[config.mk]
export PLATFORM = sky130hd
export DESIGN_NAME = seven_segment_scan_driver_unit
export DESIGN_NICKNAME = d
export VERILOG_FILES = /design/src/rtl/ssd_pkg.sv /design/src/rtl/ssd_div10.sv /design/src/rtl/seven_segment_scan_driver_unit.sv
export SDC_FILE = /design/constraint.sdc
export NUM_CORES = 1
export LEC_CHECK = 0
export BUFFER_PORTS_ARGS = -buffer_cell sky130_fd_sc_hd__buf_2
export CAP_MARGIN = 20
export CORE_MARGIN = 1
export CORE_UTILIZATION = 46
export DETAILED_ROUTE_END_ITERATION = 16
export PLACE_DENSITY = 0.73
export SLEW_MARGIN = 30
export SYNTH_ARGS = -nofsm -noshare
export SYNTH_HDL_FRONTEND = slang
export SYNTH_SLANG_ARGS = --single-unit
[constraint.sdc]
create_clock -name clk -period 6.5 [get_ports clk]
set_input_delay 0.325 -clock clk [delete_from_list [all_inputs] [get_ports clk]]
set_output_delay 0.325 -clock clk [all_outputs]
set_load 0.005 [all_outputs]
[src/rtl/ssd_pkg.sv]
// Package for the seven-segment scan driver: command codes, sequencer state,
// and the font, anode and digit-group tables.
// No dependencies.
package ssd_pkg;

  localparam int unsigned NumDigits = 12;
  localparam int unsigned FontSize  = 42;

  typedef logic [3:0] pos_t;
  typedef logic [7:0] code_t;

  typedef enum logic [1:0] {
    CMD_TICK   = 2'd0,
    CMD_NUMBER = 2'd1,
    CMD_TEXT   = 2'd2,
    CMD_POINT  = 2'd3
  } cmd_t;

  typedef enum logic {
    ST_IDLE,
    ST_SPLIT
  } state_t;

  localparam code_t CharZero   = 8'h30;
  localparam code_t AnodeBlank = 8'hFF;
  localparam pos_t  LastPhase  = 4'd11;

  function automatic logic [6:0] font_seg(input code_t code);
    logic [6:0] seg;
    seg = 7'h00;
    unique case (code)
      8'd0:  seg = 7'h3F;
      8'd1:  seg = 7'h0C;
      8'd2:  seg = 7'h6B;
      8'd3:  seg = 7'h6D;
      8'd4:  seg = 7'h5C;
      8'd5:  seg = 7'h75;
      8'd6:  seg = 7'h77;
      8'd7:  seg = 7'h2C;
      8'd8:  seg = 7'h7F;
      8'd9:  seg = 7'h7D;
      8'd17: seg = 7'h7E;
      8'd18: seg = 7'h57;
      8'd19: seg = 7'h33;
      8'd20: seg = 7'h4F;
      8'd21: seg = 7'h73;
      8'd22: seg = 7'h72;
      8'd23: seg = 7'h37;
      8'd24: seg = 7'h5E;
      8'd25: seg = 7'h04;
      8'd26: seg = 7'h0D;
      8'd28: seg = 7'h13;
      8'd30: seg = 7'h46;
      8'd31: seg = 7'h47;
      8'd32: seg = 7'h7A;
      8'd33: seg = 7'h7C;
      8'd34: seg = 7'h42;
      8'd36: seg = 7'h53;
      8'd37: seg = 7'h07;
      8'd41: seg = 7'h5D;
      default: seg = 7'h00;
    endcase
    return seg;
  endfunction

  function automatic logic [7:0] anode_sel(input logic [2:0] ph);
    logic [7:0] a;
    unique case (ph)
      3'd0: a = 8'h80;
      3'd1: a = 8'h40;
      3'd2: a = 8'h08;
      3'd3: a = 8'h10;
      3'd4: a = 8'h20;
      3'd5: a = 8'h04;
      3'd6: a = 8'h02;
      default: a = 8'h01;
    endcase
    return a;
  endfunction

  function automatic pos_t group_start(input logic [1:0] grp);
    pos_t s;
    unique case (grp)
      2'd0: s = 4'd0;
      2'd1: s = 4'd2;
      2'd2: s = 4'd5;
      default: s = 4'd8;
    endcase
    return s;
  endfunction

  function automatic logic [2:0] group_len(input logic [1:0] grp);
    logic [2:0] l;
    unique case (grp)
      2'd0: l = 3'd2;
      2'd1, 2'd2: l = 3'd3;
      default: l = 3'd4;
    endcase
    return l;
  endfunction

endpackage

[src/rtl/ssd_div10.sv]
// Divide-by-ten unit shared by every step of the decimal split.
// Uses a reciprocal multiply; no package dependencies beyond widths.
module ssd_div10 (
  input  logic [15:0] dividend,
  output logic [15:0] quot,
  output logic [3:0]  rem
);
  logic [31:0] prod;
  logic [12:0] q;
  logic [16:0] q_times10;
  logic [16:0] diff;

  // 0xCCCD / 2^19 is exact for every 16-bit dividend.
  assign prod      = dividend * 16'hCCCD;
  assign q         = prod[31:19];
  assign q_times10 = {1'b0, q, 3'b000} + {3'b000, q, 1'b0};
  assign diff      = {1'b0, dividend} - q_times10;
  assign quot      = {3'b000, q};
  assign rem       = diff[3:0];
endmodule

[src/rtl/seven_segment_scan_driver_unit.sv]
// Seven-segment scan driver: a tick gives its refresh word in the cycle after the beat,
// marked by out_valid for one cycle. Tick, text and point beats never raise busy.
// A set-number beat splits into decimal digits through one divide-by-ten unit,
// one digit per cycle: busy stays high while the group's digits are written.
// The receiver cannot stall. Synchronous active-low reset clears the sequencer state,
// digits, points, phase and the output strobe.
module seven_segment_scan_driver_unit (
  input  logic                clk,
  input  logic                rst_n,
  input  logic                start,
  output logic                busy,
  input  ssd_pkg::cmd_t       in_cmd,
  input  logic [1:0]          in_group_sel,
  input  logic [15:0]         in_number_value,
  input  logic [7:0]          in_char0,
  input  logic [7:0]          in_char1,
  input  logic [7:0]          in_char2,
  input  logic [7:0]          in_char3,
  input  logic [7:0]          in_digit_pos,
  input  logic                in_point_on,
  output logic                out_valid,
  output logic [15:0]         out_shift_word,
  output logic [3:0]          out_extra_enables,
  output logic [3:0]          out_scan_phase
);
  import ssd_pkg::*;

  state_t state_r, state_nxt;
  code_t  digit_codes_r [NumDigits];
  logic [NumDigits-1:0] point_bits_r;
  pos_t   phase_r;
  logic [15:0] num_r;
  pos_t   pos_r;
  logic [1:0] cnt_r;
  logic   out_valid_r;
  logic [15:0] out_word_r;
  logic [3:0]  out_en_r;
  pos_t   out_phase_r;

  logic   accept;
  logic   split_last;
  logic [15:0] quot;
  logic [3:0]  rem;
  pos_t   g_start;
  logic [2:0] g_len;
  pos_t   ph_nxt;
  code_t  chars [4];
  pos_t   pt_bit;

  ssd_div10 u_div (
    .dividend (num_r),
    .quot     (quot),
    .rem      (rem)
  );

  assign g_start  = group_start(in_group_sel);
  assign g_len    = group_len(in_group_sel);
  assign ph_nxt   = (phase_r == LastPhase) ? 4'd0 : phase_r + 4'd1;
  assign chars[0] = in_char0;
  assign chars[1] = in_char1;
  assign chars[2] = in_char2;
  assign chars[3] = in_char3;
  assign pt_bit   = g_start + {1'b0, g_len} - 4'd1 - in_digit_pos[3:0];

  // Next state.
  always_comb begin
    state_nxt = state_r;
    unique case (state_r)
      ST_IDLE: begin
        if (start && in_cmd == CMD_NUMBER) state_nxt = ST_SPLIT;
      end
      ST_SPLIT: begin
        if (cnt_r == 2'd0) state_nxt = ST_IDLE;
      end
      default: state_nxt = ST_IDLE;
    endcase
  end

  // Sequencer outputs.
  always_comb begin
    busy       = 1'b0;
    split_last = 1'b0;
    unique case (state_r)
      ST_IDLE: busy = 1'b0;
      ST_SPLIT: begin
        busy       = 1'b1;
        split_last = (cnt_r == 2'd0);
      end
      default: busy = 1'b1;
    endcase
  end

  assign accept = start && !busy;

  always_ff @(posedge clk) begin
    if (!rst_n) begin
      state_r      <= ST_IDLE;
      point_bits_r <= '0;
      phase_r      <= '0;
      out_valid_r  <= 1'b0;
      for (int i = 0; i < NumDigits; i++) digit_codes_r[i] <= '0;
    end else begin
      state_r     <= state_nxt;
      out_valid_r <= accept && (in_cmd == CMD_TICK);
      if (state_r == ST_SPLIT) begin
        // Lowest decimal digit goes rightmost, then walk left.
        digit_codes_r[pos_r] <= {4'd0, rem};
      end
      if (accept) begin
        unique case (in_cmd)
          CMD_TICK: begin
            phase_r <= ph_nxt;
          end
          CMD_NUMBER: ;
          CMD_TEXT: begin
            for (int i = 0; i < 4; i++) begin
              if (3'(i) < g_len) digit_codes_r[g_start + 4'(i)] <= chars[i] - CharZero;
            end
          end
          CMD_POINT: begin
            if (in_digit_pos < {5'd0, g_len}) point_bits_r[pt_bit] <= in_point_on;
          end
          default: ;
        endcase
      end
    end
  end

  // Payload registers.
  always_ff @(posedge clk) begin
    if (accept && in_cmd == CMD_NUMBER) begin
      num_r <= in_number_value;
      pos_r <= g_start + {1'b0, g_len} - 4'd1;
      cnt_r <= 2'(g_len - 3'd1);
    end else if (state_r == ST_SPLIT && !split_last) begin
      num_r <= quot;
      pos_r <= pos_r - 4'd1;
      cnt_r <= cnt_r - 2'd1;
    end
    if (accept && in_cmd == CMD_TICK) begin
      out_word_r[15:8] <= (ph_nxt < 4'd8) ? ~anode_sel(ph_nxt[2:0]) : AnodeBlank;
      out_word_r[7]    <= point_bits_r[ph_nxt];
      out_word_r[6:0]  <= (digit_codes_r[ph_nxt] < code_t'(FontSize)) ?
                          font_seg(digit_codes_r[ph_nxt]) : 7'h00;
      out_en_r         <= (ph_nxt < 4'd8) ? 4'd0 : (4'd1 << ph_nxt[1:0]);
      out_phase_r      <= ph_nxt;
    end
  end

  assign out_valid         = out_valid_r;
  assign out_shift_word    = out_word_r;
  assign out_extra_enables = out_en_r;
  assign out_scan_phase    = out_phase_r;
endmodule

==> metrics.csv <==
metric;value;unit
wl_met1;24700;um
core-area;0.0364;sq mm
routed_wl;61000;um
yosysSeqAreaShare;32.9;%
cts_tree;built;
die_w;194;um
wl_met3;8080;um
cp_top_family;adder cells;
synthesis.area;0.0170;sq mm
antenna_found_initial;3;
drv_slew;0;
final_util;53.4;%
worst-setup-path-type;reg2reg;
grt_pass1_vias;15000;
rsz0062_at_grt;yes;
fin_crit_sh;99.7;%
start_util;46.6;%
drt_iter0_drc;2131;
hold_viol_final;0;
cp_common_cell;fa_1;
dp_slack;-0.239;ns
fmax;154;MHz
dr_wl_met2;25500;um
clk_latency;0.47;ns
synth-edff-count;174;
critPathLaunchType;flop;
ys_seq_elements;192;
maxCapViolCount;0;
min_period;6.48;ns
ios;90;
cts_buffers;17;
routed.top_layer;met5;
crit_fanout;5;
fp.dieArea;0.0377;sq mm
synthArstFlopShare;0;%
drtAntennaViolNets;0;
synth_flop_cell;edfxtp_1;
rows;70;
worstPathArrival;6.71;ns
routed_via_density;6.43;
drive_gt1_share;17.0;%
grt.overflow.total;0;
via_count;15400;
cts.htree.levels;4;
setup_violations;0;
grt_max_degree;34;
finalClockSkew;0.0194;ns
grt_first_pass_wirelength;91300;um
end_kind;flop;
synthDistinctLibCells;90;
cp.required;6.73;ns
relSlewSlack;30.5;%
max_stage_delay;0.54;ns
fp.dieH;194;um
place.port_buffers;89;
syn_nets;2124;
drc;0;
hold_path_class;in2reg;
synth.avg_cell_area;9.34;sq um
rrSetupSlack;0.02;ns
first_pass_iters;6;
cts_root_buffer;clkbuf_16;
clk_path_buf_depth;2;
wl_per_cell;25.4;um
slowest_stage;edfxtp_1;
worst_slack;0.0170;ns
area_delta_synth_final;14.5;%
synthCells;1818;
tightest_slew;1.04;ns
gp_congestion;1.02;
status;complete, no violations;
numClockSinks;192;
nNetsFinal;2221;
crit_buf_inv;2;
grt.total_usage;32.3;%
post-dp-hpwl;43900;um
synth_warnings;0;
clkTransAtPathRegs;0.09;ns
## path summary, 6_finish.rpt
check,start,end,cells after the start
max,num_r[1]$_DFFE_PP_,digit_codes_r[1][3]$_DFFE_PP_,25
max reg2reg,num_r[1]$_DFFE_PP_,digit_codes_r[1][3]$_DFFE_PP_,25
min reg2reg,point_bits_r[0]$_SDFFE_PN0P_,point_bits_r[0]$_SDFFE_PN0P_,2
min,in_number_value[2],num_r[2]$_DFFE_PP_,3
## registers in the layout (all words and copies together), names as in the netlist, 2 cells and up
name / cells
out_shift_word: 16
pos_r: 4
out_scan_phase: 4
cnt_r: 2
point_bits_r: 12
out_extra_enables: 4
phase_r: 4
num_r: 16
digit_codes_r: 128
## tightest hold or removal path: cells and delay by family
family	cells	cell delay [ns]
buffers and inverters	1	0.07
AO/OA/AOI/OAI	1	0.06
AND/OR/NAND/NOR	1	0.03
## logic make-up after synthesis
group / after synthesis / share of synthesized area, %
simple gates: 521 / 14.0
xor+xnor: 43 / 2.30
mux: 42 / 3.48
flops: 192 / 32.9
buf+inv: 291 / 6.92
compound gates: 487 / 19.0
fa+ha+maj: 242 / 21.4
## per-stage QoR
step / setup TNS (ns) / instance area, sq um / std cells / hold slack (ns)
4_1_cts: 0 / 18900 / 2381 / 0.144
2_1_floorplan: 0 / 17000 / 1818 / 0.452
5_1_grt: -3.12 / 19400 / 2398 / 0.184
3_5_place_dp: -1.61 / 18200 / 2345 / 0.480
6_report: 0 / 19400 / 2398 / 0.157
3_3_place_gp: -0.0442 / 18200 / 2345 / 0.466
## cell usage in the layout (no fill, tap or decap), types with 22 or more instances in the layout
master    synthesis  routed
nand2_1         175     172
edfxtp_1        174     174
buf_2             4      89
a221oi_1         38      35
nor3_1           48      43
inv_1           174     169
xnor2_1          26      24
a21oi_1         111     102
nand3_1          48      48
a22oi_1          28      24
buf_4             5      90
o21ai_0         136     129
fa_1             81      81
nor2_1          147     141
mux2i_1          23      22
ha_1            161     143
## metal layers
| metal | up-vias | global-route usage (%) |
|---|---|---|
| met5 | - | 0 |
| met2 | 1129 | 47.2 |
| met1 | 7292 | 44.4 |
| met3 | 233 | 9.95 |
| met4 | 2 | 13.2 |
| li1 | 6769 | - |
## Yosys cell counts (11+ instances only)
cell	instances	area, sq um
mux4_2	13	293
o22ai_1	12	75.1
a31oi_1	17	106
inv_1	174	653
fa_1	81	1620
dfxtp_1	18	360
o31ai_1	14	105
a22oi_1	28	210
a21oi_1	111	556
nor2b_1	11	68.8
edfxtp_1	174	5230
o211ai_1	21	158
and3_1	21	131
and2_1	19	119
nand2_1	175	657
nor3_1	48	240
mux2i_1	23	230
xnor2_1	26	228
clkbuf_1	96	360
a211oi_1	15	113
a21boi_0	13	97.6
o21ai_0	136	681
nor2_1	147	552
ha_1	161	2010
nand2b_1	15	93.8
nand3_1	48	240
xor2_1	16	140
a221oi_1	38	333
## cell type report
class | count | area, sq um
clock buffers | 18 | 429
inverters | 178 | 673
clock inverters | 14 | 199
diodes | 2 | 5.00
fillers | 3230 | 17000
well taps | 468 | 586
flip-flops and latches | 192 | 5590
multi-input cells | 1335 | 10700
repair buffers | 191 | 1300
## what timing repair did
action                                  in CTS  in global routing
pin swaps                                   14                 57
endpoints found under the setup margin      17                 32
gates resized for setup                      5                 70
hold buffers                                 0                  0
gates cloned                                 0                  1
setup buffers                                4                 15
Power is not shown: default switching activity piles up to over one toggle a cycle in this logic, so the estimate is an artifact.
